$ cat src/sv/svw_pkg.sv
// svw_pkg: shared types and constants of the sv39 page table map and walk core
// field widths, register indexes, status codes, queue item and walker state types
// no dependencies
package svw_pkg;

  // item field widths
  localparam int VA_W       = 39;
  localparam int PA_W       = 56;
  localparam int FLAGS_W    = 8;
  localparam int PPN_W      = 44;
  localparam int PAGE_BYTES = 4096;
  localparam int OFFSET_W   = $clog2(PAGE_BYTES);
  localparam int IDX_W      = 9;
  localparam int ENTRY_W    = PPN_W + FLAGS_W;
  localparam int STATUS_W   = 3;

  // configuration port
  localparam int CFG_IDX_W  = 2;
  localparam int CFG_DATA_W = PPN_W;
  localparam int USED_W     = 5;
  localparam int ROOT_W     = 4;
  localparam int ASTART_W   = 5;

  localparam logic [USED_W-1:0]   CFG_USED_RST   = 5'd16;
  localparam logic [ASTART_W-1:0] CFG_ASTART_RST = 5'd1;

  // entry flag bits
  localparam logic [FLAGS_W-1:0] FLAG_V = 8'h01;
  localparam logic [FLAGS_W-1:0] FLAG_R = 8'h02;

  // depth of the queue between front and walker
  localparam int QUEUE_DEPTH = 2;

  typedef enum logic [CFG_IDX_W-1:0] {
    CFG_POOL_BASE,
    CFG_POOL_USED,
    CFG_ROOT_PAGE,
    CFG_ALLOC_START
  } cfg_reg_e;

  typedef enum logic [0:0] {
    MODE_MAP,
    MODE_TRANSLATE
  } mode_e;

  typedef enum logic [STATUS_W-1:0] {
    ST_OK,
    ST_VIRT_MISALIGN,
    ST_PHYS_MISALIGN,
    ST_POOL_FULL,
    ST_INVALID_INNER,
    ST_OUTSIDE_POOL
  } status_e;

  typedef enum logic [2:0] {
    WS_CLEAR,
    WS_IDLE,
    WS_READ,
    WS_EVAL,
    WS_DONE
  } walk_state_e;

  typedef struct packed {
    logic [PPN_W-1:0]    pool_base_ppn;
    logic [USED_W-1:0]   pool_pages_used;
    logic [ROOT_W-1:0]   root_page;
    logic [ASTART_W-1:0] alloc_start;
  } cfg_t;

  // classified request as it travels through the queue
  typedef struct packed {
    mode_e              mode;
    logic [VA_W-1:0]    va;
    logic [PPN_W-1:0]   target_ppn;
    logic [FLAGS_W-1:0] flags;
    status_e            pre_status;
  } cmd_t;

endpackage

$ cat src/sv/svw_if.sv
// svw_req_if and svw_rsp_if: valid/ready channels for requests and results
// depends on svw_pkg for field widths
interface svw_req_if;
  logic                          valid;
  logic                          ready;
  logic                          mode;
  logic [svw_pkg::VA_W-1:0]      vaddr;
  logic [svw_pkg::PA_W-1:0]      paddr;
  logic [svw_pkg::FLAGS_W-1:0]   leaf_flags;

  modport source (output valid, mode, vaddr, paddr, leaf_flags,
                  input ready);
  modport sink   (input valid, mode, vaddr, paddr, leaf_flags,
                  output ready);
endinterface


$ cat src/sv/svw_front.sv
// svw_front: request intake, alignment checks and one register stage toward the queue
// depends on svw_pkg and svw_req_if
module svw_front (
  input  logic          clk_i,
  input  logic          rst_ni,
  svw_req_if.sink       req_i,
  input  logic          clearing_i,
  output logic          cmd_valid_o,
  input  logic          cmd_ready_i,
  output svw_pkg::cmd_t cmd_o
);
  import svw_pkg::*;

  logic valid_q, valid_d;
  cmd_t cmd_q, cmd_d;
  logic accept;
  cmd_t cls;

  // classify the incoming item
  always_comb begin
    cls.mode       = mode_e'(req_i.mode);
    cls.va         = req_i.vaddr;
    cls.target_ppn = req_i.paddr[PA_W-1:OFFSET_W];
    cls.flags      = req_i.leaf_flags;
    cls.pre_status = ST_OK;
    if (cls.mode == MODE_MAP) begin
      if (req_i.vaddr[OFFSET_W-1:0] != '0) begin
        cls.pre_status = ST_VIRT_MISALIGN;
      end else if (req_i.paddr[OFFSET_W-1:0] != '0) begin
        cls.pre_status = ST_PHYS_MISALIGN;
      end
    end
  end

  // stage register, held while the queue is full
  assign req_i.ready = !clearing_i && (!valid_q || cmd_ready_i);
  assign accept      = req_i.valid && req_i.ready;

  always_comb begin
    valid_d = valid_q;
    cmd_d   = cmd_q;
    if (valid_q && cmd_ready_i) begin
      valid_d = 1'b0;
    end
    if (accept) begin
      valid_d = 1'b1;
      cmd_d   = cls;
    end
  end

  always_ff @(posedge clk_i or negedge rst_ni) begin
    if (!rst_ni) begin
      valid_q <= 1'b0;
    end else begin
      valid_q <= valid_d;
    end
  end

  always_ff @(posedge clk_i) begin
    cmd_q <= cmd_d;
  end

  assign cmd_valid_o = valid_q;
  assign cmd_o       = cmd_q;

endmodule

$ cat src/flat_wrapper.sv
// flat-port wrapper written by rule: the top's interface ports become plain ports
module svw_front_flat import svw_pkg::*;
  (clk_i, rst_ni, clearing_i, cmd_valid_o, cmd_ready_i, cmd_o, req_i_valid, req_i_mode, req_i_vaddr, req_i_paddr, req_i_leaf_flags, req_i_ready);
  svw_req_if req_i_i ();
  input  logic clk_i;
  input  logic rst_ni;
  input  logic clearing_i;
  output logic cmd_valid_o;
  input  logic cmd_ready_i;
  output svw_pkg::cmd_t cmd_o;
  input wire logic [$bits(req_i_i.valid)-1:0] req_i_valid;
  input wire logic [$bits(req_i_i.mode)-1:0] req_i_mode;
  input wire logic [$bits(req_i_i.vaddr)-1:0] req_i_vaddr;
  input wire logic [$bits(req_i_i.paddr)-1:0] req_i_paddr;
  input wire logic [$bits(req_i_i.leaf_flags)-1:0] req_i_leaf_flags;
  output wire logic [$bits(req_i_i.ready)-1:0] req_i_ready;
  assign req_i_i.valid = req_i_valid;
  assign req_i_i.mode = req_i_mode;
  assign req_i_i.vaddr = req_i_vaddr;
  assign req_i_i.paddr = req_i_paddr;
  assign req_i_i.leaf_flags = req_i_leaf_flags;
  assign req_i_ready = req_i_i.ready;
  svw_front u_core (.clk_i(clk_i), .rst_ni(rst_ni), .req_i(req_i_i), .clearing_i(clearing_i), .cmd_valid_o(cmd_valid_o), .cmd_ready_i(cmd_ready_i), .cmd_o(cmd_o));
endmodule
$ cat config.mk
export PLATFORM = sky130hd
export DESIGN_NAME = svw_front_flat
export DESIGN_NICKNAME = d
export VERILOG_FILES = /design/src/sv/svw_pkg.sv /design/src/sv/svw_if.sv /design/src/sv/svw_front.sv /design/src/flat_wrapper.sv
export SDC_FILE = /design/constraint.sdc
export NUM_CORES = 1
export LEC_CHECK = 0
export BUFFER_PORTS_ARGS = -buffer_cell sky130_fd_sc_hd__buf_2
export CAP_MARGIN = 20
export CORE_ASPECT_RATIO = 0.7
export CORE_MARGIN = 2
export CORE_UTILIZATION = 41
export CTS_BUF_LIST = sky130_fd_sc_hd__clkbuf_8 sky130_fd_sc_hd__clkbuf_16
export CTS_CLUSTER_SIZE = 14
export DETAILED_ROUTE_END_ITERATION = 8
export PLACE_DENSITY = 0.76
export SETUP_SLACK_MARGIN = 0.05
export SYNTH_ARGS = -nofsm -noshare
export SYNTH_HDL_FRONTEND = slang
export SYNTH_SLANG_ARGS = --single-unit
$ cat constraint.sdc
create_clock -name clk_i -period 4.05 [get_ports clk_i]
set_clock_uncertainty 0.2 [all_clocks]
set_input_delay 1.215 -clock clk_i [delete_from_list [all_inputs] [get_ports clk_i]]
set_output_delay 1.215 -clock clk_i [all_outputs]
set_load 0.1 [all_outputs]
==> results of run 1 <==
-- metrics by stage --
stage | worst slack [ns] | hold WS, ns
after global routing | 0.623 | 0.389
after CTS | 0.676 | 0.388
after floorplan | 0.353 | 0.719
after global placement | 0.709 | 0.340
final | 0.681 | 0.385
after detailed placement | 0.677 | 0.362
-- registers in the layout, indices dropped and copies added (netlist names) --
name,flops
u_core.cmd_o,94
u_core.cmd_valid_o,1
-- cell usage in the layout, fill, tap and decap left out, types with 2 or more instances in the layout --
cell,instances
edfxtp_1,94
buf_4,2
clkbuf_8,9
nor4_1,3
bufinv_16,2
buf_2,204
nor4_4,3
inv_1,2
-- cell type report --
cell class | instances | area share
flip-flops and latches | 95 | 0.653
clock inverters | 7 | 0.0221
repair buffers | 206 | 0.238
multi-input cells | 13 | 0.0304
clock buffers | 9 | 0.0284
well taps | 94 | 0.0270
inverters | 1 | 0.000861
-- worst max-delay path by stage --
stage / startpoint / to / slack (ns) / depth (start not counted)
detailed placement: cmd_ready_i / req_i_ready / 0.68 / 4
finish: cmd_ready_i / req_i_ready / 0.68 / 4
floorplan: cmd_ready_i / u_core.cmd_o[0] / 0.35 / 3
global route: cmd_ready_i / req_i_ready / 0.62 / 4
CTS: cmd_ready_i / req_i_ready / 0.68 / 4
global placement: cmd_ready_i / req_i_ready / 0.71 / 4
-- synthesized netlist by cell type, drive strengths merged --
| cell type | number |
|---|---|
| dfrtp | 1 |
| nor4 | 6 |
| a311oi | 1 |
| conb | 1 |
| inv | 1 |
| edfxtp | 94 |
| nand3 | 1 |
| and2 | 1 |
| a22o | 1 |
| buf | 1 |
| a21oi | 1 |
| a31oi | 1 |
-- worst max-delay path, cell delays in order --
cell,delay (ns)
buf_2,0.08
inv_1,0.05
a21oi_2,0.16
buf_2,0.45
-- report_power, final --
part	switching, W	internal [W]
logic	0.000359	0.0000675
clock network	0.000312	0.000351
registers	0.0000102	0.00113
total	0.000681	0.00155
-- layer usage --
metal / routed length (µm) / vias to the layer above / part of all wire / global-route usage
met4: 91 / 0 / 0.014 / 0.0424
met2: 3280 / 128 / 0.51 / 0.270
li1: - / 880 / - / -
met5: 0 / - / 0 / 0
met1: 2240 / 858 / 0.35 / 0.164
met3: 840 / 7 / 0.13 / 0.0984
-- cells by family after synthesis --
logic type             Yosys count  synth area share
AOI/OAI and AO/OA                4           0.00964
buffers and inverters            2           0.00377
DFF                             95             0.954
other                            1           0.00126
and+or+nand+nor                  8            0.0314
==> results.py, run 1 <==
metrics = {
    "placed_design": {
        "placed_cells": 409,
        "hpwl_um": 5020,
        "io_buffers": 204,
        "gp_congestion": 0.751,
        "placed_cell_area_um2": 4140,
    },
    "cells_and_area": {
        "layout-drive-gt1-share": 0.680,
        "multi_input_area_um2": 133,
        "final_util": 0.630,
        "stdcell_area_um2": 4360,
        "n_antenna_cell": 0,
        "final_net_count": 435,
        "syn2layout_area_growth_pct": 46.0,
        "regArea_um2": 2850,
        "fill_cells": 535,
        "finalNonFillerCells": 425,
    },
    "global_route": {
        "grt_pass1_wl_um": 8890,
        "overflow": 0,
        "antenna_found_initial": 0,
        "track_usage": 0.156,
        "grt_max_degree": 42,
        "grt_pass1_vias": 1812,
    },
    "setup_path": {
        "endpoint_kind": "output port",
        "critPathMaxFanout": 3,
        "reg2reg_depth": 3,
        "r2r_slack_ns": 1.98,
        "regToRegEndpoint": "u_core.cmd_o[76]",
        "crit_type": "input pin to output port",
        "cp.required_ns": 2.63,
        "start_kind": "input pin",
        "cp_data_arrival_time_ns": 1.95,
        "r2r_start": "u_core.cmd_valid_o",
    },
    "floorplanning": {
        "core_region_area_um2": 6910,
        "initial_core_util": 0.432,
        "ios": 206,
        "rows": 25,
        "die_y_um": 75.4,
        "fp.dieW_um": 106,
        "dieArea_um2": 7990,
    },
    "clocking": {
        "hold_buffers": 0,
        "cts_buffers": 9,
        "clk_pin_slew_worst_paths_ns": 0.09,
        "cts_tree": "built",
        "cts_max_level": 3,
        "clock_latency_ns": 0.34,
        "cts-root-buf": "clkbuf_8",
        "cts.sinks": 95,
        "post-cts-setup-buffers": 0,
        "cts_buffer_depth": 2,
        "cts-resized-gates": 0,
    },
    "sta": {
        "setup_tns_ns": 0,
        "finalMaxSlewViolations": 0,
        "finalCritPeriodShare": 0.832,
        "period_minus_slack_ns": 3.37,
        "slew_headroom": 0.651,
        "tightestPinTransition_ns": 0.524,
        "grt_setup_unrepaired": "false",
        "max_freq_ghz": 0.297,
        "hold_viol": 0,
        "setup_viol": 0,
    },
    "worst_hold_path": {
        "hold_depth": 1,
        "hold_start": "u_core.cmd_valid_o",
        "hold_end": "u_core.cmd_valid_o",
        "worst_hold_path_type": "flip-flop to flip-flop",
    },
    "detailed_routing": {
        "drc_errors": 0,
        "via_per_inst": 4.41,
        "vias": 1873,
        "wl_um": 6460,
        "postRouteAntennaNets": 0,
        "wl_per_cell_um": 15.2,
        "dr.pass1.iters": 4,
        "dr.first_iter.drc_count": 89,
    },
    "synthesis": {
        "ys_ff_latch": 95,
        "ys_seq_area_frac": 0.954,
        "synth_top_area_cell": "edfxtp_1",
        "syn-cell-area_um2": 2990,
        "syn_inst": 110,
        "synth_cell_types": 13,
        "synth.area.top_cells": "edfxtp_1 (95%), nor4_4 (2.1%), dfrtp_1 (0.84%)",
        "avgSynthCellArea_um2": 27.1,
        "synth-warning-count": 0,
        "synth_top_area_frac": 0.946,
        "syn-num-nets": 219,
    },
    "run": {
        "cap_viol_max_count": 0,
    },
    "run_status": {
        "status": "completed",
    },
    "power_and_ir_drop": {
        "leakage_nw": 1.85,
        "irDropWorstVdd_v": 0.000278,
        "power_w": 0.00223,
        "p_per_area_nw_per_um2": 512,
    },
}
No activity file was read; power rests on OpenSTA's default activity.
==> run 2, diff against run 1 <==
--- a/config.mk
+++ b/config.mk
@@ -5,15 +5,16 @@
 export SDC_FILE = /design/constraint.sdc
 export NUM_CORES = 1
 export LEC_CHECK = 0
+export ABC_AREA = 1
 export BUFFER_PORTS_ARGS = -buffer_cell sky130_fd_sc_hd__buf_2
 export CAP_MARGIN = 20
 export CORE_ASPECT_RATIO = 0.7
 export CORE_MARGIN = 2
-export CORE_UTILIZATION = 41
+export CORE_UTILIZATION = 37
 export CTS_BUF_LIST = sky130_fd_sc_hd__clkbuf_8 sky130_fd_sc_hd__clkbuf_16
 export CTS_CLUSTER_SIZE = 14
 export DETAILED_ROUTE_END_ITERATION = 8
-export PLACE_DENSITY = 0.76
+export PLACE_DENSITY = 0.72
 export SETUP_SLACK_MARGIN = 0.05
 export SYNTH_ARGS = -nofsm -noshare
 export SYNTH_HDL_FRONTEND = slang
==> constraint.sdc (replaced) <==
create_clock -name clk_i -period 2.8 [get_ports clk_i]
set_clock_uncertainty 0.2 [all_clocks]
set_input_delay 0.84 -clock clk_i [delete_from_list [all_inputs] [get_ports clk_i]]
set_output_delay 0.84 -clock clk_i [all_outputs]
set_load 0.1 [all_outputs]
==> results.py, run 2 <==
metrics = {
    "power_and_ir_drop": {
        "leakage_nw": 1.94,
        "irDropWorstVdd_v": 0.000435,
        "p_per_area_nw_per_um2": 748,
    },
    "synthesis": {
        "avgSynthCellArea_um2": 22.2,
        "synth_top_area_cell": "edfxtp_1",
        "synth_top_area_frac": 0.936,
        "syn-cell-area_um2": 3020,
        "synth-warning-count": 0,
        "ys_seq_area_frac": 0.944,
        "ys.flop_type": "edfxtp_1",
        "ys_async_sr_fraction": 0.0105,
        "ys_ff_latch": 95,
        "synth_cell_types": 13,
        "syn-num-nets": 245,
        "synth_edf_count": 94,
        "synth.area.top_cells": "edfxtp_1 (94%), nor2_1 (1.7%), inv_1 (1.4%)",
        "syn_inst": 136,
        "synthMostInstantiatedCell": "edfxtp_1",
        "synth_top_cells_by_count": "edfxtp_1 (94), nor2_1 (14), inv_1 (11)",
    },
    "global_route": {
        "grt_pass1_vias": 1852,
        "grt_max_degree": 95,
        "grt_pass1_wl_um": 9690,
        "antenna_found_initial": 0,
        "track_usage": 0.148,
        "overflow": 0,
    },
    "placed_design": {
        "placed_cell_area_um2": 4210,
        "io_buffers": 204,
        "hpwl_um": 5100,
        "placed_cells": 441,
        "gp_congestion": 0.694,
    },
    "floorplanning": {
        "core_region_area_um2": 7870,
        "die_y_um": 79.5,
        "ios": 206,
        "rows": 27,
        "fp.dieW_um": 112,
        "dieArea_um2": 8900,
        "initial_core_util": 0.383,
    },
    "clocking": {
        "clock_latency_ns": 0.33,
        "cts.sinks": 95,
        "cts_buffer_depth": 2,
        "cts-resized-gates": 0,
        "clk_pin_slew_worst_paths_ns": 0.06,
        "cts_max_level": 3,
        "cts_tree": "built",
        "cts_buffers": 9,
        "hold_buffers": 0,
        "cts-root-buf": "clkbuf_16",
        "post-cts-setup-buffers": 0,
    },
    "detailed_routing": {
        "wl_per_cell_um": 14.7,
        "drc_errors": 0,
        "dr.first_iter.drc_count": 76,
        "postRouteAntennaNets": 0,
        "via_per_inst": 4.35,
        "wl_um": 6700,
        "vias": 1990,
        "dr.pass1.iters": 4,
    },
    "cells_and_area": {
        "layout-drive-gt1-share": 0.629,
        "mostFrequentLayoutCell": "buf_2",
        "final_net_count": 460,
        "stdcell_area_um2": 4490,
        "syn2layout_area_growth_pct": 48.8,
        "largest_reg_flops": 94,
        "n_antenna_cell": 0,
        "finalNonFillerCells": 457,
        "layout_common_cells": "buf_2 (203), edfxtp_1 (94), nor2_1 (13), inv_1 (10), clkbuf_16 (9)",
    },
    "sta": {
        "hold_viol": 0,
        "max_freq_ghz": 0.415,
        "finalCritPeriodShare": 0.860,
        "grt_setup_unrepaired": "false",
        "setup_viol": 0,
        "period_minus_slack_ns": 2.41,
        "setup_tns_ns": 0,
        "finalMaxSlewViolations": 0,
    },
    "run_status": {
        "status": "completed",
    },
    "setup_path": {
        "critPathMaxFanout": 2,
        "start_kind": "input pin",
        "cp.required_ns": 1.76,
        "cp_data_arrival_time_ns": 1.37,
        "crit_type": "input pin to output port",
        "endpoint_kind": "output port",
    },
    "run": {
        "cap_viol_max_count": 0,
    },
    "worst_hold_path": {
        "worst_hold_path_type": "input pin to async pin",
    },
}
-- run 2: through the flow --
| step | util | setup WS [ns] | power, W | hold slack, ns |
|---|---|---|---|---|
| 3_5_place_dp | 0.535 | 0.388 | 0.00229 | 0.412 |
| 4_1_cts | 0.570 | 0.385 | 0.00340 | 0.0552 |
| 3_3_place_gp | 0.535 | 0.389 | 0.00228 | 0.399 |
| 2_1_floorplan | - | -0.969 | 0.00215 | 0.344 |
| 5_1_grt | 0.570 | 0.357 | 0.00347 | 0.0511 |
| 6_report | 0.570 | 0.391 | 0.00336 | 0.0676 |
-- run 2: logic make-up after synthesis --
logic type	synth area share
AOI/OAI and AO/OA	0.00373
buffers and inverters	0.0162
DFF	0.944
other	0.00124
and+or+nand+nor	0.0348
-- run 2: worst max-delay path: stages --
cell and delay [ns]:
buf_2 0.11, nor2_4 0.04, nor2_1 0.17, buf_12 0.20
-- run 2: final timing paths --
kind / start / end / slack [ns] / depth (start not counted)
worst max-delay path: cmd_ready_i / req_i_ready / 0.39 / 4
worst min-delay path: rst_ni / u_core.cmd_valid_o / 0.07 / 1
worst max register to register: u_core.cmd_valid_o / u_core.cmd_o[15] / 0.99 / 4
worst min register to register: u_core.cmd_valid_o / u_core.cmd_valid_o / 0.43 / 2
max in group asynchronous: rst_ni / u_core.cmd_valid_o / 2.24 / 1
min in group clk_i: u_core.cmd_valid_o / u_core.cmd_valid_o / 0.43 / 2
-- run 2: routing by layer --
metal,global-route usage,share of wire,vias to the layer above
li1,-,-,933
met1,0.162,0.37,930
met2,0.248,0.50,118
met3,0.0790,0.12,9
met4,0.0519,0.013,0
met5,0,0,-
-- run 2: cell type report --
type                       count  area (µm²)
clock buffer                   9         225
fill                         644        3380
timing repair buffer         205        1060
tap                          101         126
sequential                    95        2850
multi-input combinational     29         139
clock inverter                 7        48.8
inverter                      11        43.8
-- run 2: where the power goes --
| part | total [W] | switching (W) | internal (W) |
|---|---|---|---|
| sequential | 0.00165 | 0.0000134 | 0.00164 |
| clock | 0.00110 | 0.000497 | 0.000602 |
| combinational | 0.000605 | 0.000504 | 0.000101 |
| total | 0.00336 | 0.00101 | 0.00234 |
