--- src/sv/svw_pkg.sv ---
// svw_pkg: shared types and constants of the sv39 page table map and walk core
// field widths, register indexes, status codes, queue item and walker state types
// no dependencies
package svw_pkg;

  // item field widths
  localparam int VA_W       = 39;
  localparam int PA_W       = 56;
  localparam int FLAGS_W    = 8;
  localparam int PPN_W      = 44;
  localparam int PAGE_BYTES = 4096;
  localparam int OFFSET_W   = $clog2(PAGE_BYTES);
  localparam int IDX_W      = 9;
  localparam int ENTRY_W    = PPN_W + FLAGS_W;
  localparam int STATUS_W   = 3;

  // configuration port
  localparam int CFG_IDX_W  = 2;
  localparam int CFG_DATA_W = PPN_W;
  localparam int USED_W     = 5;
  localparam int ROOT_W     = 4;
  localparam int ASTART_W   = 5;

  localparam logic [USED_W-1:0]   CFG_USED_RST   = 5'd16;
  localparam logic [ASTART_W-1:0] CFG_ASTART_RST = 5'd1;

  // entry flag bits
  localparam logic [FLAGS_W-1:0] FLAG_V = 8'h01;
  localparam logic [FLAGS_W-1:0] FLAG_R = 8'h02;

  // depth of the queue between front and walker
  localparam int QUEUE_DEPTH = 2;

  typedef enum logic [CFG_IDX_W-1:0] {
    CFG_POOL_BASE,
    CFG_POOL_USED,
    CFG_ROOT_PAGE,
    CFG_ALLOC_START
  } cfg_reg_e;

  typedef enum logic [0:0] {
    MODE_MAP,
    MODE_TRANSLATE
  } mode_e;

  typedef enum logic [STATUS_W-1:0] {
    ST_OK,
    ST_VIRT_MISALIGN,
    ST_PHYS_MISALIGN,
    ST_POOL_FULL,
    ST_INVALID_INNER,
    ST_OUTSIDE_POOL
  } status_e;

  typedef enum logic [2:0] {
    WS_CLEAR,
    WS_IDLE,
    WS_READ,
    WS_EVAL,
    WS_DONE
  } walk_state_e;

  typedef struct packed {
    logic [PPN_W-1:0]    pool_base_ppn;
    logic [USED_W-1:0]   pool_pages_used;
    logic [ROOT_W-1:0]   root_page;
    logic [ASTART_W-1:0] alloc_start;
  } cfg_t;

  // classified request as it travels through the queue
  typedef struct packed {
    mode_e              mode;
    logic [VA_W-1:0]    va;
    logic [PPN_W-1:0]   target_ppn;
    logic [FLAGS_W-1:0] flags;
    status_e            pre_status;
  } cmd_t;

endpackage

--- src/sv/svw_fifo.sv ---
// svw_fifo: short queue of classified requests between front and walker
// depends on svw_pkg
module svw_fifo (
  input  logic          clk_i,
  input  logic          rst_ni,
  input  logic          push_valid_i,
  output logic          push_ready_o,
  input  svw_pkg::cmd_t push_data_i,
  output logic          pop_valid_o,
  input  logic          pop_ready_i,
  output svw_pkg::cmd_t pop_data_o
);
  import svw_pkg::*;

  localparam int PTR_W = (QUEUE_DEPTH > 1) ? $clog2(QUEUE_DEPTH) : 1;
  localparam int CNT_W = $clog2(QUEUE_DEPTH + 1);

  cmd_t             buf_q [QUEUE_DEPTH];
  logic [PTR_W-1:0] wr_ptr_q, wr_ptr_d;
  logic [PTR_W-1:0] rd_ptr_q, rd_ptr_d;
  logic [CNT_W-1:0] cnt_q, cnt_d;
  logic             push, pop;

  assign push_ready_o = cnt_q != CNT_W'(QUEUE_DEPTH);
  assign pop_valid_o  = cnt_q != '0;
  assign pop_data_o   = buf_q[rd_ptr_q];
  assign push         = push_valid_i && push_ready_o;
  assign pop          = pop_valid_o && pop_ready_i;

  // pointer and fill count update
  always_comb begin
    wr_ptr_d = wr_ptr_q;
    rd_ptr_d = rd_ptr_q;
    cnt_d    = cnt_q;
    if (push) begin
      wr_ptr_d = (wr_ptr_q == PTR_W'(QUEUE_DEPTH - 1)) ? '0 : PTR_W'(wr_ptr_q + 1'b1);
    end
    if (pop) begin
      rd_ptr_d = (rd_ptr_q == PTR_W'(QUEUE_DEPTH - 1)) ? '0 : PTR_W'(rd_ptr_q + 1'b1);
    end
    if (push && !pop) begin
      cnt_d = CNT_W'(cnt_q + 1'b1);
    end else if (pop && !push) begin
      cnt_d = CNT_W'(cnt_q - 1'b1);
    end
  end

  always_ff @(posedge clk_i or negedge rst_ni) begin
    if (!rst_ni) begin
      wr_ptr_q <= '0;
      rd_ptr_q <= '0;
      cnt_q    <= '0;
    end else begin
      wr_ptr_q <= wr_ptr_d;
      rd_ptr_q <= rd_ptr_d;
      cnt_q    <= cnt_d;
    end
  end

  // storage
  always_ff @(posedge clk_i) begin
    if (push) begin
      buf_q[wr_ptr_q] <= push_data_i;
    end
  end

endmodule

--- config.mk ---
export PLATFORM = sky130hd
export DESIGN_NAME = svw_fifo
export DESIGN_NICKNAME = d
export VERILOG_FILES = /design/src/sv/svw_pkg.sv /design/src/sv/svw_fifo.sv
export SDC_FILE = /design/constraint.sdc
export NUM_CORES = 1
export LEC_CHECK = 0
export BUFFER_PORTS_ARGS = -buffer_cell sky130_fd_sc_hd__buf_2
export CAP_MARGIN = 40
export CORE_MARGIN = 2
export CORE_UTILIZATION = 35
export DETAILED_ROUTE_END_ITERATION = 7
export GPL_ROUTABILITY_DRIVEN = 0
export PLACE_DENSITY = 0.55
export SLEW_MARGIN = 20
export SYNTH_ARGS = -nofsm -noshare
export SYNTH_HDL_FRONTEND = slang
export SYNTH_SLANG_ARGS = --single-unit
export TNS_END_PERCENT = 20
--- constraint.sdc ---
create_clock -name clk_i -period 5 [get_ports clk_i]
set_clock_uncertainty 0.05 [all_clocks]
set_input_delay 1 -clock clk_i [delete_from_list [all_inputs] [get_ports clk_i]]
set_output_delay 1 -clock clk_i [all_outputs]
set_load 0.1 [all_outputs]
==> run_summary.xml, run 1 <==
<?xml version="1.0" encoding="UTF-8"?>
<metrics>
  <group name="cts">
    <metric name="cts_setup_buffers" unit="">0</metric>
    <metric name="tritoncts_num_sinks" unit="">194</metric>
    <metric name="ctsResizeCount" unit="">0</metric>
    <metric name="clk_path_buf_depth" unit="">2</metric>
    <metric name="clk-insertion-delay-late" unit="ns">0.43</metric>
    <metric name="tritoncts" unit="">built</metric>
    <metric name="clock_input_transition_at_the_sequential_cells_of_the_worst_setup_and_hold_paths" unit="ns">0.07</metric>
    <metric name="cts_inserted_buffers" unit="">17</metric>
    <metric name="postCtsHoldBufs" unit="">0</metric>
    <metric name="ctsHtreeMaxLevel" unit="">4</metric>
    <metric name="clock_tree.root_cell" unit="">clkbuf_16</metric>
  </group>
  <group name="logic_synthesis">
    <metric name="post_synth.cell_area_avg" unit="µm²">23.1</metric>
    <metric name="synthCells" unit="">314</metric>
    <metric name="synth_nets" unit="">414</metric>
    <metric name="ys_seq_elements" unit="">194</metric>
    <metric name="synth_sequential_area_ratio" unit="%">80.1</metric>
    <metric name="syn_area" unit="mm²">0.00725</metric>
    <metric name="synth.lib_cells_used.distinct" unit="">17</metric>
    <metric name="yosys_warnings" unit="">0</metric>
  </group>
  <group name="worst_setup_path">
    <metric name="setup.reg_to_reg.worst_slack" unit="ns">2.79</metric>
    <metric name="crit_chain" unit="">buf_12 &gt; mux2_2 &gt; buf_2</metric>
    <metric name="required" unit="ns">3.95</metric>
    <metric name="critPathKind" unit="">reg2out</metric>
    <metric name="timing.critical_path.from" unit="">rd_ptr_q</metric>
    <metric name="timing.critical_path.to_type" unit="">output pin</metric>
    <metric name="rr_startpoint" unit="">cnt_q[0]</metric>
    <metric name="worst-r2r-cell-count" unit="">4</metric>
    <metric name="crit_family" unit="">flip-flops</metric>
    <metric name="critical-path-max-stage-delay" unit="ns">0.94</metric>
    <metric name="critical_path.slowest_cell" unit="">dfrtp_4</metric>
    <metric name="worstPathBufferInverterCount" unit="">2</metric>
    <metric name="cp_data_arrival_time" unit="ns">2.46</metric>
    <metric name="critical_path_depth" unit="">3</metric>
    <metric name="cp-start-kind" unit="">flop</metric>
    <metric name="endpoint_of_the_worst_slack_reg_to_reg_timing_path" unit="">buf_q[1][80]</metric>
    <metric name="cp_max_fo" unit="">52</metric>
  </group>
  <group name="detailed_routing">
    <metric name="drt-vias-per-instance" unit="">4.41</metric>
    <metric name="detailed_router_iteration_count_before_antenna_repair" unit="">4</metric>
    <metric name="dr_vias" unit="">3564</metric>
    <metric name="drc" unit="">0</metric>
    <metric name="route.final.wire_length" unit="µm">13300</metric>
    <metric name="detail_route.wl_per_cell" unit="µm">16.5</metric>
    <metric name="initialDrtViolationCount" unit="">123</metric>
    <metric name="drtAntennaViolNets" unit="">0</metric>
  </group>
  <group name="sta">
    <metric name="timing.fmax" unit="GHz">0.285</metric>
    <metric name="slew_viol_final" unit="">0</metric>
    <metric name="grt_setup_unrepaired" unit="">false</metric>
    <metric name="worst_slew_margin_rel" unit="%">47.3</metric>
    <metric name="min_period_over_period" unit="%">70.3</metric>
    <metric name="finalHoldViolations" unit="">0</metric>
    <metric name="finalWorstPathRequiredPeriod" unit="ns">3.51</metric>
    <metric name="finalSetupViolations" unit="">0</metric>
    <metric name="timing_worst_slew_pin_value" unit="ns">0.790</metric>
    <metric name="tns" unit="ns">0</metric>
  </group>
  <group name="finish">
    <metric name="final_layout_size_suffix_gt1_share" unit="%">61.8</metric>
    <metric name="final_cell_mix" unit="">buf_2, edfxtp_1, mux2_2</metric>
    <metric name="area_growth_syn_to_layout" unit="%">25.7</metric>
    <metric name="nets" unit="">623</metric>
    <metric name="nFillCells" unit="">1819</metric>
    <metric name="commonest_non_fill_non_tap_cell_in_the_layout" unit="">buf_2</metric>
  </group>
  <group name="global_route">
    <metric name="grt_antenna_before_repair" unit="">2</metric>
    <metric name="grt_pass1_wl" unit="µm">20300</metric>
    <metric name="track_usage" unit="%">12.3</metric>
    <metric name="largest_net_degree_at_the_start_of_global_routing" unit="">59</metric>
    <metric name="first_global_vias" unit="">3860</metric>
    <metric name="grt.overflow.total" unit="">0</metric>
  </group>
  <group name="floorplanning">
    <metric name="die-height" unit="µm">148</metric>
    <metric name="dieWidth" unit="µm">148</metric>
    <metric name="core_area" unit="mm²">0.0203</metric>
    <metric name="floorplan.initialDensity" unit="%">35.7</metric>
    <metric name="std_cell_rows" unit="">52</metric>
    <metric name="die_area" unit="mm²">0.0219</metric>
    <metric name="num_io_pins" unit="">196</metric>
  </group>
  <group name="min_path">
    <metric name="hold_class" unit="">in2async</metric>
  </group>
  <group name="placed_design">
    <metric name="hpwl" unit="µm">8690</metric>
    <metric name="port_buffer_count" unit="">195</metric>
  </group>
  <group name="job">
    <metric name="max_cap_violations" unit="">0</metric>
  </group>
  <group name="outcome">
    <metric name="status" unit="">complete, no violations</metric>
  </group>
</metrics>
## synthesized netlist by cell type (all sizes together)
library cell	count	area, µm²
edfxtp	190	5710
mux2	95	1220
buf	11	131
dfrtp	4	100
xnor2	3	26.3
nand2	2	7.51
nor2	2	7.51
xor2	2	17.5
and3	1	6.26
ha	1	12.5
inv	1	3.75
nand2b	1	6.26
or2	1	6.26
## registers in the layout, indices dropped and copies added (netlist names)
signal and flops:
cnt_q 2, wr_ptr_q 1, rd_ptr_q 1, buf_q 190
## metal layers
| layer | routed length, µm | vias up | GRT usage (%) |
|---|---|---|---|
| met5 | 0 | - | 0 |
| met4 | 241 | 0 | 5.10 |
| met3 | 1030 | 14 | 4.69 |
| met2 | 6360 | 135 | 19.7 |
| met1 | 5710 | 1749 | 15.0 |
| li1 | - | 1666 | - |
## stage by stage
stage,hold slack [ns],instance area (µm²),utilization (%),std cells,setup WS (ns)
2_1_floorplan,0.406,7250,-,314,0.546
3_3_place_gp,0.425,8500,41.9,772,1.92
3_5_place_dp,0.435,8520,42.0,773,1.88
4_1_cts,0.307,9080,44.7,805,1.42
5_1_grt,0.307,9110,44.9,808,1.33
6_report,0.323,9110,44.9,808,1.49
## layout make-up
type | instances | area [µm²] | area share, %
inverters | 1 | 3.75 | 0.0412
well taps | 270 | 338 | 3.71
repair buffers | 201 | 1080 | 11.8
clock buffers | 18 | 429 | 4.71
multi-input cells | 108 | 1320 | 14.5
clock inverters | 14 | 125 | 1.37
flip-flops and latches | 194 | 5810 | 63.8
diodes | 2 | 5.00 | 0.0549
## cell families after synthesis
kind of cell | after synthesis | share of synthesized area [%]
multiplexers | 95 | 16.8
buffers and inverters | 12 | 1.86
flip-flops | 194 | 80.1
AND/OR/NAND/NOR | 7 | 0.466
adder cells (fa/ha/maj) | 1 | 0.173
XOR/XNOR | 5 | 0.604
## worst register-to-register path, cell delays in order, from the launching register on
cell	delay [ns]
dfrtp_1	0.41
nand2b_1	0.19
and3_4	0.35
buf_16	0.28
buf_4	0.54
## worst max-delay path by stage
stage                endpoint  slack [ns]
3_3_place_gp   pop_data_o[13]        1.92
2_1_floorplan     buf_q[0][0]        0.55
5_1_grt        pop_data_o[13]        1.33
4_1_cts        pop_data_o[14]        1.42
3_5_place_dp   pop_data_o[14]        1.88
6_report       pop_data_o[14]        1.49
Power of run 1 is not shown: default switching activity piles up to over one toggle a cycle in this logic, so the estimate is an artifact.
==> run 2, diff against run 1 <==
- ABC_AREA: not set -> 1
- PLACE_DENSITY: 0.55 -> 0.53
- clock period: 5 -> 3.25 ns (I/O delays scaled with it)
==> run 2 against run 1 <==
Worst setup slack worse by 1.1 ns. Register-to-register slack worse by 1.5 ns. Routed wire length is 15% higher. Worst hold slack better by 0.050 ns. Critical path type unchanged.
==> run_summary.xml, run 2 <==
<?xml version="1.0" encoding="UTF-8"?>
<metrics>
  <group name="outcome">
    <metric name="status" unit="">complete, no violations</metric>
  </group>
  <group name="worst_setup_path">
    <metric name="cp_max_fo" unit="">48</metric>
    <metric name="setup.reg_to_reg.worst_slack" unit="ns">1.34</metric>
    <metric name="worst-r2r-cell-count" unit="">5</metric>
    <metric name="critPathKind" unit="">reg2out</metric>
    <metric name="rr_startpoint" unit="">cnt_q[0]</metric>
    <metric name="cp-start-kind" unit="">flop</metric>
    <metric name="timing.critical_path.to_type" unit="">output pin</metric>
    <metric name="cp_data_arrival_time" unit="ns">2.17</metric>
    <metric name="endpoint_of_the_worst_slack_reg_to_reg_timing_path" unit="">buf_q[1][16]</metric>
    <metric name="required" unit="ns">2.55</metric>
    <metric name="timing.critical_path.from" unit="">rd_ptr_q</metric>
    <metric name="worstSetupEndpoint" unit="">pop_data_o[89]</metric>
  </group>
  <group name="finish">
    <metric name="footprint_of_the_multi_input_gates" unit="mm²">0.00118</metric>
    <metric name="nFillCells" unit="">1707</metric>
    <metric name="layout_top_registers" unit="">buf_q x190, cnt_q x2</metric>
    <metric name="commonest_non_fill_non_tap_cell_in_the_layout" unit="">nand2_1</metric>
    <metric name="registers.top_by_ff_count" unit="">buf_q</metric>
    <metric name="final_cell_mix" unit="">nand2_1, edfxtp_1, buf_2</metric>
    <metric name="nets" unit="">827</metric>
    <metric name="final_layout_size_suffix_gt1_share" unit="%">31.6</metric>
    <metric name="area_growth_syn_to_layout" unit="%">46.4</metric>
    <metric name="register_area" unit="mm²">0.00581</metric>
    <metric name="largest_register_ffs" unit="">190</metric>
  </group>
  <group name="logic_synthesis">
    <metric name="async_reset_ff_share" unit="%">2.06</metric>
    <metric name="synth.lib_cells_used.distinct" unit="">14</metric>
    <metric name="synth_nets" unit="">625</metric>
    <metric name="synth_sequential_area_ratio" unit="%">81.4</metric>
    <metric name="synthCells" unit="">525</metric>
    <metric name="syn_area" unit="mm²">0.00714</metric>
    <metric name="netlist.top_cell.by_area" unit="">edfxtp_1</metric>
    <metric name="synth_area_leaders" unit="">edfxtp_1, nand2_1, dfrtp_1</metric>
    <metric name="number_of_synthesized_flops_with_an_enable_pin" unit="">190</metric>
    <metric name="yosys_warnings" unit="">0</metric>
    <metric name="library_cell_with_the_highest_instance_count_after_synthesis" unit="">nand2_1</metric>
    <metric name="ys_seq_elements" unit="">194</metric>
    <metric name="postSynth.topFlopCell" unit="">edfxtp_1</metric>
    <metric name="synthTopCellsByCount" unit="">nand2_1, edfxtp_1, buf_2</metric>
    <metric name="post_synth.cell_area_avg" unit="µm²">13.6</metric>
    <metric name="synthDominantCellAreaShare" unit="%">80.0</metric>
  </group>
  <group name="detailed_routing">
    <metric name="dr_vias" unit="">4356</metric>
    <metric name="detailed_router_iteration_count_before_antenna_repair" unit="">5</metric>
    <metric name="route.final.wire_length" unit="µm">15400</metric>
    <metric name="drt-vias-per-instance" unit="">4.31</metric>
    <metric name="drc" unit="">0</metric>
    <metric name="initialDrtViolationCount" unit="">199</metric>
    <metric name="detail_route.wl_per_cell" unit="µm">15.2</metric>
    <metric name="drtAntennaViolNets" unit="">0</metric>
  </group>
  <group name="sta">
    <metric name="worst_slew_margin_rel" unit="%">53.5</metric>
    <metric name="timing.fmax" unit="GHz">0.349</metric>
    <metric name="min_period_over_period" unit="%">88.2</metric>
    <metric name="slew_viol_final" unit="">0</metric>
    <metric name="timing_worst_slew_pin_value" unit="ns">0.697</metric>
    <metric name="finalWorstPathRequiredPeriod" unit="ns">2.87</metric>
    <metric name="finalHoldViolations" unit="">0</metric>
    <metric name="grt_setup_unrepaired" unit="">false</metric>
    <metric name="finalSetupViolations" unit="">0</metric>
    <metric name="tns" unit="ns">0</metric>
  </group>
  <group name="min_path">
    <metric name="hold_class" unit="">in2reg</metric>
    <metric name="hold_critical_path_depth" unit="">1</metric>
  </group>
  <group name="global_route">
    <metric name="gr_met1_demand_resource" unit="%">19.4</metric>
    <metric name="largest_net_degree_at_the_start_of_global_routing" unit="">63</metric>
    <metric name="grt_pass1_wl" unit="µm">24700</metric>
    <metric name="grt_antenna_before_repair" unit="">0</metric>
    <metric name="first_global_vias" unit="">4651</metric>
    <metric name="grt.overflow.total" unit="">0</metric>
    <metric name="global_route.usage.met3" unit="%">6.37</metric>
    <metric name="grt_util_met2" unit="%">23.0</metric>
    <metric name="grt_most_used_layer" unit="">met2</metric>
    <metric name="track_usage" unit="%">14.9</metric>
  </group>
  <group name="job">
    <metric name="max_cap_violations" unit="">0</metric>
  </group>
  <group name="cts">
    <metric name="clk-insertion-delay-late" unit="ns">0.41</metric>
    <metric name="clk_path_buf_depth" unit="">2</metric>
    <metric name="tritoncts_num_sinks" unit="">194</metric>
    <metric name="clock_tree.root_cell" unit="">clkbuf_16</metric>
    <metric name="ctsHtreeMaxLevel" unit="">4</metric>
    <metric name="clock_input_transition_at_the_sequential_cells_of_the_worst_setup_and_hold_paths" unit="ns">0.07</metric>
    <metric name="cts_inserted_buffers" unit="">17</metric>
    <metric name="tritoncts" unit="">built</metric>
  </group>
  <group name="floorplanning">
    <metric name="die-height" unit="µm">147</metric>
    <metric name="core_area" unit="mm²">0.0201</metric>
    <metric name="floorplan.initialDensity" unit="%">35.5</metric>
    <metric name="std_cell_rows" unit="">52</metric>
    <metric name="num_io_pins" unit="">196</metric>
    <metric name="dieWidth" unit="µm">147</metric>
    <metric name="die_area" unit="mm²">0.0215</metric>
  </group>
  <group name="placed_design">
    <metric name="hpwl" unit="µm">10400</metric>
    <metric name="port_buffer_count" unit="">195</metric>
  </group>
</metrics>
[run 2: how the worst min path moves through the flow]
stage                               start           end  slack, ns
after CTS                 push_data_i[42]  buf_q[0][42]       0.34
after global placement             rst_ni      cnt_q[1]       0.41
after detailed placement           rst_ni      cnt_q[1]       0.41
final                     push_data_i[54]  buf_q[0][54]       0.37
after floorplan                    rst_ni      cnt_q[0]       0.30
after global routing      push_data_i[42]  buf_q[0][42]       0.33
[run 2: worst max-delay path: stages (launching register included)]
cell	delay [ns]
dfrtp_4	0.66
inv_4	0.39
buf_12	0.27
nand2_1	0.08
nand2_1	0.13
buf_12	0.19
[run 2: stage by stage]
stage | worst slack [ns] | instances | area (µm²) | util, % | hold slack [ns]
after floorplan | 0.168 | 525 | 7150 | - | 0.304
after global placement | 0.790 | 977 | 9840 | 49.0 | 0.407
after detailed placement | 0.760 | 977 | 9840 | 49.0 | 0.407
after CTS | 0.300 | 1010 | 10400 | 51.9 | 0.345
after global routing | 0.161 | 1010 | 10400 | 51.9 | 0.334
final | 0.383 | 1011 | 10400 | 51.9 | 0.372
[run 2: kinds of logic after synthesis]
group         Yosys count  share of synthesized area, %
buf+inv                28                          2.37
simple gates          300                          15.9
flops                 194                          81.4
xor+xnor                2                         0.246
fa+ha+maj               1                         0.175
[run 2: area by class of cell]
cell class / count / area share (%)
inverters: 7 / 0.276
clock buffers: 18 / 4.11
diodes: 1 / 0.0240
clock inverters: 14 / 1.53
well taps: 270 / 3.23
flip-flops and latches: 194 / 55.6
multi-input cells: 303 / 11.3
repair buffers: 204 / 23.9
[run 2: what timing repair did]
item,CTS,global route
hold endpoints to repair,4,0
buffers inserted,0,0
hold buffers,1,0
resized for setup,0,0
[run 2: per-layer routing]
metal | vias up | part of all wire (%)
met1 | 2029 | 44
met5 | - | 0
met4 | 0 | 0.79
li1 | 2172 | -
met2 | 146 | 46
met3 | 9 | 8.9
Power of run 2 is left out for the same reason.
==> run 3, diff against run 2 <==
- CAP_MARGIN: 40 -> not set
- CELL_PAD_IN_SITES_DETAIL_PLACEMENT: not set -> 1
- CELL_PAD_IN_SITES_GLOBAL_PLACEMENT: not set -> 2
- CORE_UTILIZATION: 35 -> 34
- PLACE_DENSITY: 0.53 -> not set
- PLACE_DENSITY_LB_ADDON: not set -> 0.1
==> run 3 against run 2 <==
Core utilization is 0.93 points lower. Worst setup slack worse by 0.0025 ns. Routed wire length is 9.5% higher. First-iteration DRC count is 23% lower. Critical path type unchanged. Critical endpoint is now pop_data_o[47]. Highest routed layer is now met5.
==> run_summary.xml, run 3 (synthesis results as in run 2) <==
<?xml version="1.0" encoding="UTF-8"?>
<metrics>
  <group name="finish">
    <metric name="final_cell_mix" unit="">nand2_1, edfxtp_1, buf_2</metric>
    <metric name="antenna_cells_inserted" unit="">0</metric>
    <metric name="largest_register_ffs" unit="">190</metric>
    <metric name="finish.cell_count_without_fillers" unit="">1010</metric>
    <metric name="nFillCells" unit="">2089</metric>
    <metric name="layout_top_registers" unit="">buf_q x190, cnt_q x2</metric>
    <metric name="registers.top_by_ff_count" unit="">buf_q</metric>
    <metric name="area_growth_syn_to_layout" unit="%">46.1</metric>
    <metric name="final_layout_size_suffix_gt1_share" unit="%">32.2</metric>
    <metric name="commonest_non_fill_non_tap_cell_in_the_layout" unit="">nand2_1</metric>
    <metric name="nets" unit="">827</metric>
  </group>
  <group name="sta">
    <metric name="finalWorstPathRequiredPeriod" unit="ns">2.87</metric>
    <metric name="tns" unit="ns">0</metric>
    <metric name="grt_setup_unrepaired" unit="">false</metric>
    <metric name="worst_slew_margin_rel" unit="%">52.1</metric>
    <metric name="timing_worst_slew_pin_value" unit="ns">0.719</metric>
    <metric name="fin_worst_hold_slack" unit="ns">0.356</metric>
    <metric name="timing.fmax" unit="GHz">0.348</metric>
    <metric name="finalSetupViolations" unit="">0</metric>
    <metric name="slew_viol_final" unit="">0</metric>
    <metric name="finalHoldViolations" unit="">0</metric>
    <metric name="min_period_over_period" unit="%">88.3</metric>
  </group>
  <group name="global_route">
    <metric name="track_usage" unit="%">15.7</metric>
    <metric name="grt.overflow.total" unit="">0</metric>
    <metric name="first_global_vias" unit="">4812</metric>
    <metric name="grt_antenna_before_repair" unit="">2</metric>
    <metric name="largest_net_degree_at_the_start_of_global_routing" unit="">52</metric>
    <metric name="grt_pass1_wl" unit="µm">26200</metric>
  </group>
  <group name="worst_setup_path">
    <metric name="cp_max_fo" unit="">38</metric>
    <metric name="timing.critical_path.to_type" unit="">output pin</metric>
    <metric name="critPathKind" unit="">reg2out</metric>
    <metric name="required" unit="ns">2.55</metric>
    <metric name="endpoint_of_the_worst_slack_reg_to_reg_timing_path" unit="">buf_q[0][47]</metric>
    <metric name="worst-r2r-cell-count" unit="">5</metric>
    <metric name="cp-start-kind" unit="">flop</metric>
    <metric name="cp_data_arrival_time" unit="ns">2.17</metric>
    <metric name="setup.reg_to_reg.worst_slack" unit="ns">1.32</metric>
    <metric name="rr_startpoint" unit="">cnt_q[0]</metric>
  </group>
  <group name="outcome">
    <metric name="status" unit="">complete, no violations</metric>
  </group>
  <group name="cts">
    <metric name="cts_setup_buffers" unit="">0</metric>
    <metric name="tritoncts" unit="">built</metric>
    <metric name="tritoncts_num_sinks" unit="">194</metric>
    <metric name="cts_inserted_buffers" unit="">17</metric>
    <metric name="ctsResizeCount" unit="">0</metric>
    <metric name="postCtsHoldBufs" unit="">1</metric>
    <metric name="clock_input_transition_at_the_sequential_cells_of_the_worst_setup_and_hold_paths" unit="ns">0.07</metric>
    <metric name="clock_tree.root_cell" unit="">clkbuf_16</metric>
    <metric name="clk-insertion-delay-late" unit="ns">0.42</metric>
    <metric name="ctsHtreeMaxLevel" unit="">4</metric>
    <metric name="clk_path_buf_depth" unit="">2</metric>
  </group>
  <group name="floorplanning">
    <metric name="die-height" unit="µm">149</metric>
    <metric name="dieWidth" unit="µm">149</metric>
    <metric name="num_io_pins" unit="">196</metric>
    <metric name="die_area" unit="mm²">0.0222</metric>
    <metric name="core_area" unit="mm²">0.0204</metric>
    <metric name="floorplan.initialDensity" unit="%">34.9</metric>
    <metric name="std_cell_rows" unit="">52</metric>
  </group>
  <group name="detailed_routing">
    <metric name="route.final.wire_length" unit="µm">16900</metric>
    <metric name="drc" unit="">0</metric>
    <metric name="dr_vias" unit="">4538</metric>
    <metric name="drtAntennaViolNets" unit="">0</metric>
    <metric name="initialDrtViolationCount" unit="">154</metric>
    <metric name="drt-vias-per-instance" unit="">4.49</metric>
    <metric name="detailed_router_iteration_count_before_antenna_repair" unit="">5</metric>
    <metric name="detail_route.wl_per_cell" unit="µm">16.7</metric>
  </group>
  <group name="placed_design">
    <metric name="port_buffer_count" unit="">195</metric>
    <metric name="place_inst" unit="">977</metric>
    <metric name="hpwl" unit="µm">11300</metric>
  </group>
  <group name="min_path">
    <metric name="hold_critical_path_depth" unit="">1</metric>
    <metric name="hold_start" unit="">push_data_i[49]</metric>
    <metric name="holdPathEnd" unit="">buf_q[0][49]</metric>
    <metric name="hold_class" unit="">in2reg</metric>
  </group>
  <group name="job">
    <metric name="max_cap_violations" unit="">0</metric>
  </group>
</metrics>
[run 3: cell types whose count changed in the layout (fill, tap and decap cells not counted)]
cell | before | now
bufinv_16 | 3 | 2
clkinv_2 | 0 | 2
inv_8 | 0 | 1
inv_6 | 2 | 4
buf_12 | 97 | 96
diode_2 | 1 | 0
clkinv_1 | 5 | 1
buf_4 | 6 | 7
[run 3: layout make-up]
class                      count  area [µm²]  area share, %
clock buffer                  18         429           4.12
clock inverter                14         154           1.48
inverter                       7        28.8          0.276
multi-input combinational    303        1180           11.3
sequential                   194        5810           55.7
tap                          270         338           3.24
timing repair buffer         204        2480           23.8
[run 3: critical path, cell delays in order, from the launching register on]
cell and delay (ns):
dfrtp_4 0.67, inv_4 0.25, buf_4 0.37, nand2_1 0.08, nand2_1 0.15, buf_12 0.19
[run 3: stage by stage]
stage	worst slack (ns)	instance area [µm²]	util, %
after detailed placement	0.775	9830	48.1
after global routing	0.246	10400	51.0
final	0.380	10400	51.0
after CTS	0.306	10400	51.0
after floorplan	0.168	7150	-
after global placement	0.777	9830	48.1
[run 3: how the worst max path moves through the flow]
stage / startpoint / to / slack [ns]
2_1_floorplan: cnt_q[0] / buf_q[0][0] / 0.17
3_3_place_gp: rd_ptr_q / pop_data_o[36] / 0.78
3_5_place_dp: rd_ptr_q / pop_data_o[47] / 0.77
4_1_cts: rd_ptr_q / pop_data_o[47] / 0.31
5_1_grt: rd_ptr_q / pop_data_o[75] / 0.25
6_report: rd_ptr_q / pop_data_o[47] / 0.38
[run 3: routing by layer]
metal / global-route usage [%] / up-vias / wire length (µm) / share of wire (%)
li1: - / 2168 / - / -
met3: 4.74 / 20 / 1140 / 6.7
met2: 25.8 / 134 / 8220 / 49
met1: 20.0 / 2212 / 7220 / 43
met5: 0 / - / 30 / 0.18
met4: 5.33 / 4 / 258 / 1.5
Power of run 3 is left out for the same reason.
